[config.mk]
export PLATFORM = sky130hd
export DESIGN_NAME = refcounted_lookup_or_allocate_table
export DESIGN_NICKNAME = d
export VERILOG_FILES = /design/src/rtl/rlat_pkg.sv /design/src/rtl/rlat_ram.sv /design/src/rtl/rlat_ctrl.sv /design/src/rtl/rlat_dp.sv /design/src/rtl/refcounted_lookup_or_allocate_table.sv
export SDC_FILE = /design/constraint.sdc
export NUM_CORES = 2
export LEC_CHECK = 0
export BUFFER_PORTS_ARGS = -buffer_cell sky130_fd_sc_hd__buf_2
export CAP_MARGIN = 0
export CORE_MARGIN = 2
export CORE_UTILIZATION = 57
export CTS_CLUSTER_SIZE = 30
export DETAILED_ROUTE_END_ITERATION = 16
export PLACE_DENSITY = 0.76
export SLEW_MARGIN = 10
export SYNTH_ARGS = -nofsm -noshare
export SYNTH_HDL_FRONTEND = slang
export SYNTH_SLANG_ARGS = --single-unit
[constraint.sdc]
create_clock -name clk -period 3.85 [get_ports clk]
set_clock_uncertainty 0.15 [all_clocks]
set_input_delay 0.385 -clock clk [delete_from_list [all_inputs] [get_ports clk]]
set_output_delay 0.385 -clock clk [all_outputs]
set_load 0.02 [all_outputs]
[src/rtl/rlat_pkg.sv]
// ============================================================================
// rlat_pkg
// Shared constants, codes and controller/datapath interface types for the
// reference-counted lookup-or-allocate table.
// ============================================================================
package rlat_pkg;

    // Table size and the widths that follow from it.
    localparam int ENTRIES = 64;
    localparam int IDX_W   = $clog2(ENTRIES);
    localparam int CNT_W   = $clog2(ENTRIES + 1);

    // Field widths of the request and response.
    localparam int DEV_W    = 8;
    localparam int OBJ_W    = 16;
    localparam int SLOT_W   = 6;
    localparam int REF_W    = 8;
    localparam int STATUS_W = 2;

    // One table entry as stored in the RAM: {device, object, count}.
    localparam int ENTRY_W = DEV_W + OBJ_W + REF_W;

    localparam logic [REF_W-1:0] REF_MAX = {REF_W{1'b1}};

    // Request actions.
    localparam logic ACT_GET = 1'b0;
    localparam logic ACT_DUP = 1'b1;

    // Response status codes.
    localparam logic [STATUS_W-1:0] ST_HIT   = 2'd0;
    localparam logic [STATUS_W-1:0] ST_ALLOC = 2'd1;
    localparam logic [STATUS_W-1:0] ST_FULL  = 2'd2;

    // Commands from the controller to the datapath.
    typedef struct packed {
        logic clear;    // write one zero entry of the clearing pass
        logic load;     // capture a request
        logic scan;     // scan step of a get
        logic dup_rd;   // read the entry named by a dup
        logic dup_cmp;  // evaluate the dup entry
        logic commit;   // write back and load the response register
    } cmd_t;

    // Status from the datapath to the controller.
    typedef struct packed {
        logic clear_last;  // last entry of the clearing pass is being written
        logic scan_end;    // scan found a match or compared the last entry
        logic out_free;    // response register can take a new result
    } stat_t;

    // Low bits of a table index as they appear in the slot field.
    function automatic logic [SLOT_W-1:0] idx_to_slot(input logic [IDX_W-1:0] idx);
        logic [31:0] wide;
        wide = 32'(idx);
        return wide[SLOT_W-1:0];
    endfunction

endpackage

[src/rtl/rlat_ram.sv]
// ============================================================================
// rlat_ram
// Generic simple dual-port RAM: one write port, one read port, registered
// read data.
// ============================================================================
module rlat_ram #(
    parameter int WIDTH = 32,
    parameter int DEPTH = 64
) (
    input  logic                     clk,
    input  logic                     we,
    input  logic [$clog2(DEPTH)-1:0] waddr,
    input  logic [WIDTH-1:0]         wdata,
    input  logic                     re,
    input  logic [$clog2(DEPTH)-1:0] raddr,
    output logic [WIDTH-1:0]         rdata
);

    logic [WIDTH-1:0] mem [DEPTH];
    logic [WIDTH-1:0] rdata_reg;

    always_ff @(posedge clk)
    begin
        if (we)
        begin
            mem[waddr] <= wdata;
        end
        if (re)
        begin
            rdata_reg <= mem[raddr];
        end
    end

    assign rdata = rdata_reg;

endmodule

[src/rtl/rlat_ctrl.sv]
// ============================================================================
// rlat_ctrl
// Controller state machine: clearing pass, request intake, scan or dup
// sequence, and hand-off of the result to the response register.
// ============================================================================
module rlat_ctrl (
    input  logic            clk,
    input  logic            rst_n,
    input  logic            req_valid,
    input  logic            action,
    input  rlat_pkg::stat_t stat,
    output logic            req_ready,
    output rlat_pkg::cmd_t  cmd
);

    localparam logic [2:0] S_CLEAR   = 3'd0;
    localparam logic [2:0] S_IDLE    = 3'd1;
    localparam logic [2:0] S_SCAN    = 3'd2;
    localparam logic [2:0] S_DUP_RD  = 3'd3;
    localparam logic [2:0] S_DUP_CMP = 3'd4;
    localparam logic [2:0] S_DONE    = 3'd5;

    logic [2:0] state_reg;
    logic [2:0] state_next;

    always_comb
    begin
        state_next = state_reg;
        cmd        = '0;
        req_ready  = 1'b0;
        case (state_reg)
            S_CLEAR:
            begin
                cmd.clear = 1'b1;
                if (stat.clear_last)
                begin
                    state_next = S_IDLE;
                end
            end
            S_IDLE:
            begin
                req_ready = 1'b1;
                if (req_valid)
                begin
                    cmd.load   = 1'b1;
                    state_next = (action == rlat_pkg::ACT_DUP) ? S_DUP_RD : S_SCAN;
                end
            end
            S_SCAN:
            begin
                cmd.scan = 1'b1;
                if (stat.scan_end)
                begin
                    state_next = S_DONE;
                end
            end
            S_DUP_RD:
            begin
                cmd.dup_rd = 1'b1;
                state_next = S_DUP_CMP;
            end
            S_DUP_CMP:
            begin
                cmd.dup_cmp = 1'b1;
                state_next  = S_DONE;
            end
            S_DONE:
            begin
                if (stat.out_free)
                begin
                    cmd.commit = 1'b1;
                    state_next = S_IDLE;
                end
            end
            default:
            begin
                state_next = S_IDLE;
            end
        endcase
    end

    always_ff @(posedge clk or negedge rst_n)
    begin
        if (!rst_n)
        begin
            state_reg <= S_CLEAR;
        end
        else
        begin
            state_reg <= state_next;
        end
    end

endmodule

[src/rtl/rlat_dp.sv]
// ============================================================================
// rlat_dp
// Datapath: request registers, scan pointers, key compare, free-slot
// tracking, pending write-back and the response register, around the
// entry RAM.
// ============================================================================
module rlat_dp (
    input  logic                                clk,
    input  logic                                rst_n,
    input  rlat_pkg::cmd_t                      cmd,
    output rlat_pkg::stat_t                     stat,
    input  logic [rlat_pkg::DEV_W-1:0]          device,
    input  logic [rlat_pkg::OBJ_W-1:0]          object_number,
    input  logic [rlat_pkg::SLOT_W-1:0]         slot_in,
    output logic                                rsp_valid,
    input  logic                                rsp_ready,
    output logic [rlat_pkg::STATUS_W-1:0]       status,
    output logic [rlat_pkg::SLOT_W-1:0]         slot_out,
    output logic [rlat_pkg::REF_W-1:0]          ref_after,
    output logic                                saturated
);

    // Request registers.
    logic [rlat_pkg::DEV_W-1:0]        dev_reg;
    logic [rlat_pkg::OBJ_W-1:0]        obj_reg;
    logic [rlat_pkg::SLOT_W-1:0]       slot_reg;

    // Scan and clearing pointers.
    logic [rlat_pkg::CNT_W-1:0]        rd_ptr_reg;
    logic [rlat_pkg::CNT_W-1:0]        rd_ptr_next;
    logic                              cmp_valid_reg;
    logic [rlat_pkg::IDX_W-1:0]        cmp_idx_reg;
    logic                              have_free_reg;
    logic [rlat_pkg::IDX_W-1:0]        free_idx_reg;

    // Pending result and write-back.
    logic [rlat_pkg::STATUS_W-1:0]     pend_status_reg;
    logic [rlat_pkg::SLOT_W-1:0]       pend_slot_reg;
    logic [rlat_pkg::REF_W-1:0]        pend_refs_reg;
    logic                              pend_sat_reg;
    logic                              pend_we_reg;
    logic [rlat_pkg::IDX_W-1:0]        pend_waddr_reg;
    logic [rlat_pkg::ENTRY_W-1:0]      pend_wdata_reg;

    // Response register.
    logic                              out_valid_reg;
    logic [rlat_pkg::STATUS_W-1:0]     status_reg;
    logic [rlat_pkg::SLOT_W-1:0]       slot_out_reg;
    logic [rlat_pkg::REF_W-1:0]        ref_after_reg;
    logic                              saturated_reg;

    // RAM ports.
    logic                              ram_we;
    logic [rlat_pkg::IDX_W-1:0]        ram_waddr;
    logic [rlat_pkg::ENTRY_W-1:0]      ram_wdata;
    logic                              ram_re;
    logic [rlat_pkg::IDX_W-1:0]        ram_raddr;
    logic [rlat_pkg::ENTRY_W-1:0]      ram_rdata;

    // Decoded entry and compare results.
    logic [rlat_pkg::DEV_W-1:0]        ent_dev;
    logic [rlat_pkg::OBJ_W-1:0]        ent_obj;
    logic [rlat_pkg::REF_W-1:0]        ent_refs;
    logic                              ent_free;
    logic                              ent_sat;
    logic [rlat_pkg::REF_W-1:0]        ent_refs_inc;
    logic                              match;
    logic                              last_cmp;
    logic                              issue;
    logic [31:0]                       slot_wide;
    logic [rlat_pkg::IDX_W-1:0]        slot_idx;
    logic                              slot_in_range;
    logic                              scan_hit;
    logic                              scan_last;
    logic                              alloc_ok;
    logic [rlat_pkg::IDX_W-1:0]        alloc_idx;

    assign ent_dev      = ram_rdata[rlat_pkg::ENTRY_W-1 -: rlat_pkg::DEV_W];
    assign ent_obj      = ram_rdata[rlat_pkg::REF_W +: rlat_pkg::OBJ_W];
    assign ent_refs     = ram_rdata[rlat_pkg::REF_W-1:0];
    assign ent_free     = (ent_refs == '0);
    assign ent_sat      = (ent_refs == rlat_pkg::REF_MAX);
    assign ent_refs_inc = ent_sat ? ent_refs : ent_refs + 1'b1;

    assign match    = !ent_free && (ent_dev == dev_reg) && (ent_obj == obj_reg);
    assign last_cmp = (cmp_idx_reg == rlat_pkg::IDX_W'(rlat_pkg::ENTRIES - 1));

    assign scan_hit  = cmd.scan && cmp_valid_reg && match;
    assign scan_last = cmd.scan && cmp_valid_reg && !match && last_cmp;
    assign alloc_ok  = have_free_reg || ent_free;
    assign alloc_idx = have_free_reg ? free_idx_reg : cmp_idx_reg;

    assign slot_wide     = 32'(slot_reg);
    assign slot_idx      = slot_wide[rlat_pkg::IDX_W-1:0];
    assign slot_in_range = (slot_wide < 32'(rlat_pkg::ENTRIES));

    assign issue = cmd.scan && (rd_ptr_reg < rlat_pkg::CNT_W'(rlat_pkg::ENTRIES));

    // RAM port selection.
    always_comb
    begin
        ram_re    = issue || cmd.dup_rd;
        ram_raddr = cmd.dup_rd ? slot_idx : rd_ptr_reg[rlat_pkg::IDX_W-1:0];
        ram_we    = 1'b0;
        ram_waddr = pend_waddr_reg;
        ram_wdata = pend_wdata_reg;
        if (cmd.clear)
        begin
            ram_we    = 1'b1;
            ram_waddr = rd_ptr_reg[rlat_pkg::IDX_W-1:0];
            ram_wdata = '0;
        end
        else if (cmd.commit)
        begin
            ram_we = pend_we_reg;
        end
    end

    always_comb
    begin
        rd_ptr_next = rd_ptr_reg;
        if (cmd.load)
        begin
            rd_ptr_next = '0;
        end
        else if (cmd.clear || issue)
        begin
            rd_ptr_next = rd_ptr_reg + 1'b1;
        end
    end

    assign stat.clear_last = cmd.clear &&
        (rd_ptr_reg == rlat_pkg::CNT_W'(rlat_pkg::ENTRIES - 1));
    assign stat.scan_end   = scan_hit || scan_last;
    assign stat.out_free   = !out_valid_reg || rsp_ready;

    // Control registers.
    always_ff @(posedge clk or negedge rst_n)
    begin
        if (!rst_n)
        begin
            rd_ptr_reg    <= '0;
            cmp_valid_reg <= 1'b0;
            have_free_reg <= 1'b0;
            out_valid_reg <= 1'b0;
        end
        else
        begin
            rd_ptr_reg    <= rd_ptr_next;
            cmp_valid_reg <= issue;
            if (cmd.load)
            begin
                have_free_reg <= 1'b0;
            end
            else if (cmd.scan && cmp_valid_reg && ent_free)
            begin
                have_free_reg <= 1'b1;
            end
            if (cmd.commit)
            begin
                out_valid_reg <= 1'b1;
            end
            else if (rsp_ready)
            begin
                out_valid_reg <= 1'b0;
            end
        end
    end

    // Payload registers.
    always_ff @(posedge clk)
    begin
        if (cmd.load)
        begin
            dev_reg  <= device;
            obj_reg  <= object_number;
            slot_reg <= slot_in;
        end

        if (issue)
        begin
            cmp_idx_reg <= rd_ptr_reg[rlat_pkg::IDX_W-1:0];
        end

        if (cmd.scan && cmp_valid_reg && ent_free && !have_free_reg)
        begin
            free_idx_reg <= cmp_idx_reg;
        end

        if (scan_hit)
        begin
            pend_status_reg <= rlat_pkg::ST_HIT;
            pend_slot_reg   <= rlat_pkg::idx_to_slot(cmp_idx_reg);
            pend_refs_reg   <= ent_refs_inc;
            pend_sat_reg    <= ent_sat;
            pend_we_reg     <= !ent_sat;
            pend_waddr_reg  <= cmp_idx_reg;
            pend_wdata_reg  <= {ent_dev, ent_obj, ent_refs_inc};
        end
        else if (scan_last)
        begin
            pend_status_reg <= alloc_ok ? rlat_pkg::ST_ALLOC : rlat_pkg::ST_FULL;
            pend_slot_reg   <= alloc_ok ? rlat_pkg::idx_to_slot(alloc_idx) : '0;
            pend_refs_reg   <= alloc_ok ? rlat_pkg::REF_W'(1) : '0;
            pend_sat_reg    <= 1'b0;
            pend_we_reg     <= alloc_ok;
            pend_waddr_reg  <= alloc_idx;
            pend_wdata_reg  <= {dev_reg, obj_reg, rlat_pkg::REF_W'(1)};
        end
        else if (cmd.dup_cmp)
        begin
            pend_status_reg <= rlat_pkg::ST_HIT;
            pend_slot_reg   <= slot_reg;
            pend_refs_reg   <= slot_in_range ? ent_refs_inc : '0;
            pend_sat_reg    <= slot_in_range && ent_sat;
            pend_we_reg     <= slot_in_range && !ent_sat;
            pend_waddr_reg  <= slot_idx;
            pend_wdata_reg  <= {ent_dev, ent_obj, ent_refs_inc};
        end

        if (cmd.commit)
        begin
            status_reg    <= pend_status_reg;
            slot_out_reg  <= pend_slot_reg;
            ref_after_reg <= pend_refs_reg;
            saturated_reg <= pend_sat_reg;
        end
    end

    rlat_ram #(
        .WIDTH (rlat_pkg::ENTRY_W),
        .DEPTH (rlat_pkg::ENTRIES)
    ) u_entry_ram (
        .clk   (clk),
        .we    (ram_we),
        .waddr (ram_waddr),
        .wdata (ram_wdata),
        .re    (ram_re),
        .raddr (ram_raddr),
        .rdata (ram_rdata)
    );

    assign rsp_valid = out_valid_reg;
    assign status    = status_reg;
    assign slot_out  = slot_out_reg;
    assign ref_after = ref_after_reg;
    assign saturated = saturated_reg;

endmodule

[src/rtl/refcounted_lookup_or_allocate_table.sv]
// ============================================================================
// refcounted_lookup_or_allocate_table
// Table of keyed entries with reference counts: a get request finds a live
// entry by key or allocates the lowest free slot; a dup request raises the
// count of a given slot.
// ============================================================================
//
//  Channel    Handshake              Payload
//  ---------  ---------------------  ----------------------------------------
//  request    req_valid / req_ready  action, device, object_number, slot_in
//  response   rsp_valid / rsp_ready  status, slot_out, ref_after, saturated
//
// After reset the block runs a clearing pass that zeroes every entry;
// req_ready stays low until it ends.
// A get scans the entry RAM one entry per cycle through its single read port:
// it stops at the first live match, or else after the last entry.
// A dup reads and updates one entry.
// Results go to a response register, so a new request transfer is taken
// while the previous result still waits; a result that cannot be loaded
// because the response is stalled holds the controller until rsp_ready.
//
module refcounted_lookup_or_allocate_table (
    input  logic                              clk,
    input  logic                              rst_n,

    // Request channel.
    input  logic                              req_valid,
    output logic                              req_ready,
    input  logic                              action,
    input  logic [rlat_pkg::DEV_W-1:0]        device,
    input  logic [rlat_pkg::OBJ_W-1:0]        object_number,
    input  logic [rlat_pkg::SLOT_W-1:0]       slot_in,

    // Response channel.
    output logic                              rsp_valid,
    input  logic                              rsp_ready,
    output logic [rlat_pkg::STATUS_W-1:0]     status,
    output logic [rlat_pkg::SLOT_W-1:0]       slot_out,
    output logic [rlat_pkg::REF_W-1:0]        ref_after,
    output logic                              saturated
);

    // The controller and datapath talk only through these two bundles.
    rlat_pkg::cmd_t  cmd;
    rlat_pkg::stat_t stat;

    // The controller sequences the clearing pass, the scan or the dup access,
    // and the hand-off to the response register. The action only picks the
    // controller path, so the datapath never sees it.
    rlat_ctrl u_ctrl (
        .clk       (clk),
        .rst_n     (rst_n),
        .req_valid (req_valid),
        .action    (action),
        .stat      (stat),
        .req_ready (req_ready),
        .cmd       (cmd)
    );

    // The datapath holds the request, the entry RAM, the compare logic and
    // the response register.
    rlat_dp u_dp (
        .clk           (clk),
        .rst_n         (rst_n),
        .cmd           (cmd),
        .stat          (stat),
        .device        (device),
        .object_number (object_number),
        .slot_in       (slot_in),
        .rsp_valid     (rsp_valid),
        .rsp_ready     (rsp_ready),
        .status        (status),
        .slot_out      (slot_out),
        .ref_after     (ref_after),
        .saturated     (saturated)
    );

    // A full table never reports a slot or a count.
    assert property (@(posedge clk) disable iff (!rst_n)
        rsp_valid && status == rlat_pkg::ST_FULL
        |-> slot_out == '0 && ref_after == '0 && !saturated)
        else $error("table full response carries slot or count");

    // A fresh allocation always starts at a count of one.
    assert property (@(posedge clk) disable iff (!rst_n)
        rsp_valid && status == rlat_pkg::ST_ALLOC |-> ref_after == 8'd1 && !saturated)
        else $error("allocation response with wrong count");

    // Saturation is only reported on a count at its maximum.
    assert property (@(posedge clk) disable iff (!rst_n)
        rsp_valid && saturated |-> ref_after == rlat_pkg::REF_MAX)
        else $error("saturated flag without maximum count");

    // Only one request is in work at a time.
    assert property (@(posedge clk) disable iff (!rst_n)
        req_valid && req_ready |=> !req_ready)
        else $error("request taken while another is in work");

    // Status never takes the unused code.
    assert property (@(posedge clk) disable iff (!rst_n)
        rsp_valid |-> status == rlat_pkg::ST_HIT || status == rlat_pkg::ST_ALLOC
                      || status == rlat_pkg::ST_FULL)
        else $error("response status out of range");

endmodule

==> flow_summary.yaml <==
status:
  outcome: "finished clean"
setup_path:
  type_of_origin_of_the_critical_path: "flop"
  critPathArrivalTime_ps: 4240
  worst_path_max_delay_cell: "sky130_fd_sc_hd__o41ai_2"
  crit_required_ps: 4270
  cp_max_stage_delay_ps: 890
  timing.critical_path.fanout_max: 38
  cp_cell_sequence: "nand3b_4 -> mux2_2 -> o21ai_4 -> buf_12 -> buf_4 -> o22ai_1 -> o41ai_2 -> nand4_1"
  worstSetupEndpointType: "flop"
  path_class: "reg -> reg"
  critical_path_buf_inv_count: 2
  worst_path_dominant_cell_family: "compound AO/OA/AOI/OAI gates"
floorplan:
  vertical_die_dimension_um: 389
  ios: 54
  floorplan.core_area_um2: 147000
  area_of_the_die_um2: 151000
  placementRows: 141
  chipWidth_um: 389
  floorplan.initialDensity: 0.573
sta:
  relSlewSlack: 0.125
  fin_crit_ps: 3820
  worstMarginPinSlew_ps: 1310
  timing.final.max_slew_violations: 0
  setup_violations: 0
  smallest_hold_slack_ps: 107
  unrepaired_setup_endpoints_after_global_routing: "false"
  setup_slack_ps: 26.1
  fin_tns_setup_ps: 0
  period_share: 0.993
  report.final.hold_viol_count: 0
  max_freq_mhz: 262
yosys:
  synth.net_count: 4657
  netlist_instances: 4619
  synth-edff-count: 2186
  synth.cell_area_um2: 84500
  postSynth.asyncResetShare: 0.00591
  yosysWarnings: 0
  synth_area_per_cell_um2: 18.3
  synth_top_flop_cell: "sky130_fd_sc_hd__edfxtp_1"
  synth-seq-area-share: 0.781
  synth_cell_types: 50
  ys_seq_elements: 2201
power:
  power_per_cell_area_nw_per_um2: 774
  cellLeakagePower_nw: 34.7
  max-vdd-ir-drop_mv: 0.734
global_routing:
  grt_pass1_vias: 45700
  first_pass_grt_wire_length_mm: 323
  grt_start_max_net_pins: 65
  globalRouteTotalUtil: 0.299
  initial_antenna_violation_count: 7
  globalRoute.totalOverflow: 0
drt:
  avgRoutedWirePerCell_um: 32.3
  detail-route-antenna-nets: 0
  avgViaCountPerCell: 6.67
  drt_iter0_markers: 7092
  wl_mm: 229
  vias: 47300
  dr.pass1.iters: 6
  drt_drc_violations_left: 0
placed_design:
  detailedPlacementHpwl_mm: 131
  place_inst: 6678
  io_buffer_count: 53
  pre_cts_ws_ps: -381
  replace_congestion: 0.915
clock_tree:
  tritoncts.num_buffers: 203
  cts_setup_buffers: 0
  clk_pin_slew_worst_paths_ps: 60
  clkLatencyLatePin_ps: 860
  tritoncts: "built"
  clockBufferDepth: 3
  ctsRootBufferMaster: "sky130_fd_sc_hd__clkbuf_16"
  cts.htree.levels: 4
  numClockSinks: 2201
layout:
  mostFrequentLayoutCell: "sky130_fd_sc_hd__edfxtp_1"
  syn2layout_area_growth_pct: 15.5
  final_net_count: 5026
  share_of_layout_cells_above_drive_strength_1: 0.169
  layout.cells.most_common_list: "sky130_fd_sc_hd__edfxtp_1, sky130_fd_sc_hd__mux2i_1, sky130_fd_sc_hd__o22ai_1"
  multi_input_combinational_cell_area_um2: 18300
  largest_reg_flops: 2048
  reg_area_um2: 66000
  final.fill_count: 9224
  cell_count_final_fillers_out: 7093
hold_path:
  worst_min_path_class: "in -> reg"
job:
  number_of_maximum_capacitance_constraint_violations: 0
[kinds of logic after synthesis]
kind of cell | after synthesis | share of synthesized area
AOI/OAI and AO/OA | 689 | 0.0545
xor gates and xnor gates | 31 | 0.00321
adders and majority gates | 3 | 0.000444
buffers and inverters | 278 | 0.0147
and+or+nand+nor | 363 | 0.0208
DFF | 2201 | 0.781
muxes | 1054 | 0.125
[metal layers]
metal	track usage	routed length, um	vias to the layer above
li1	-	-	19500
met1	0.407	82900	24000
met2	0.456	104000	3241
met3	0.0730	29400	558
met4	0.150	12600	8
met5	0	55	-
[stage by stage]
step,area (um^2),util,power [W]
final,97600,0.662,0.0755
after floorplan,84500,-,0.0454
after detailed placement,90500,0.613,0.0552
after CTS,97500,0.661,0.0749
after global routing,97600,0.662,0.0773
after global placement,90200,0.612,0.0545
[timing repair]
| item | in CTS | in global routing |
|---|---|---|
| gates cloned | 0 | 0 |
| setup endpoints to repair | 20 | 20 |
| gates resized for setup | 24 | 7 |
| hold endpoints to repair | 46 | 0 |
| hold buffers | 35 | 0 |
[area by class of cell]
class	instances	area share
clock inverters	132	0.0127
flip-flops and latches	2201	0.676
clock buffers	246	0.0544
diodes	2	0.0000513
repair buffers	434	0.0438
inverters	8	0.000308
well taps	1930	0.0247
multi-input cells	2140	0.188
[worst register-to-register path: stages, from the launching register on]
cell and delay, ps:
sky130_fd_sc_hd__dfrtp_2 500, sky130_fd_sc_hd__nand3b_4 250, sky130_fd_sc_hd__mux2_2 470, sky130_fd_sc_hd__o21ai_4 100
sky130_fd_sc_hd__buf_12 330, sky130_fd_sc_hd__buf_4 460, sky130_fd_sc_hd__o22ai_1 190, sky130_fd_sc_hd__o41ai_2 890
sky130_fd_sc_hd__nand4_1 210
[worst paths after layout]
check | start | endpoint | slack (ps) | cells after the start
worst max-delay path | u_ctrl.state_reg[1]$_DFFE_PN0P_ | u_dp.u_entry_ram.rdata[8]$_DFFE_PP_ | 30 | 8
worst min-delay path | object_number[3] | u_dp.obj_reg[3]$_DFFE_PP_ | 110 | 2
worst max register to register | u_ctrl.state_reg[1]$_DFFE_PN0P_ | u_dp.u_entry_ram.rdata[8]$_DFFE_PP_ | 30 | 8
worst min register to register | u_dp.pend_refs_reg[0]$_DFFE_PP_ | u_dp.ref_after[0]$_DFFE_PP_ | 280 | 0
max in group asynchronous | rst_n | u_ctrl.state_reg[0]$_DFFE_PN0P_ | 2510 | 3
min in group asynchronous | rst_n | u_dp.rd_ptr_reg[3]$_DFFE_PN0P_ | 540 | 3
[synthesized netlist by cell type, types with 21 or more instances]
cell / n / share of area
sky130_fd_sc_hd__mux2i_1: 1043 / 0.12
sky130_fd_sc_hd__buf_1: 25 / 0.0011
sky130_fd_sc_hd__nand4_1: 39 / 0.0029
sky130_fd_sc_hd__clkbuf_1: 113 / 0.0050
sky130_fd_sc_hd__nand2_1: 120 / 0.0053
sky130_fd_sc_hd__edfxtp_1: 2186 / 0.78
sky130_fd_sc_hd__o22ai_1: 514 / 0.038
sky130_fd_sc_hd__nor2_1: 86 / 0.0038
sky130_fd_sc_hd__xor2_1: 21 / 0.0022
sky130_fd_sc_hd__buf_2: 124 / 0.0073
sky130_fd_sc_hd__and2_1: 33 / 0.0024
sky130_fd_sc_hd__nand3_1: 23 / 0.0014
sky130_fd_sc_hd__o21ai_0: 21 / 0.0012
sky130_fd_sc_hd__o41ai_1: 128 / 0.013
[report_power, final]
group / leakage, nW / internal (W) / total, W / switching, W
clock: 3.22 / 0.0111 / 0.0198 / 0.00868
combinational: 11.5 / 0.00816 / 0.0241 / 0.0159
sequential: 20.0 / 0.0309 / 0.0317 / 0.000811
total: 34.7 / 0.0501 / 0.0755 / 0.0254
Power figures use the tool's default switching activity.
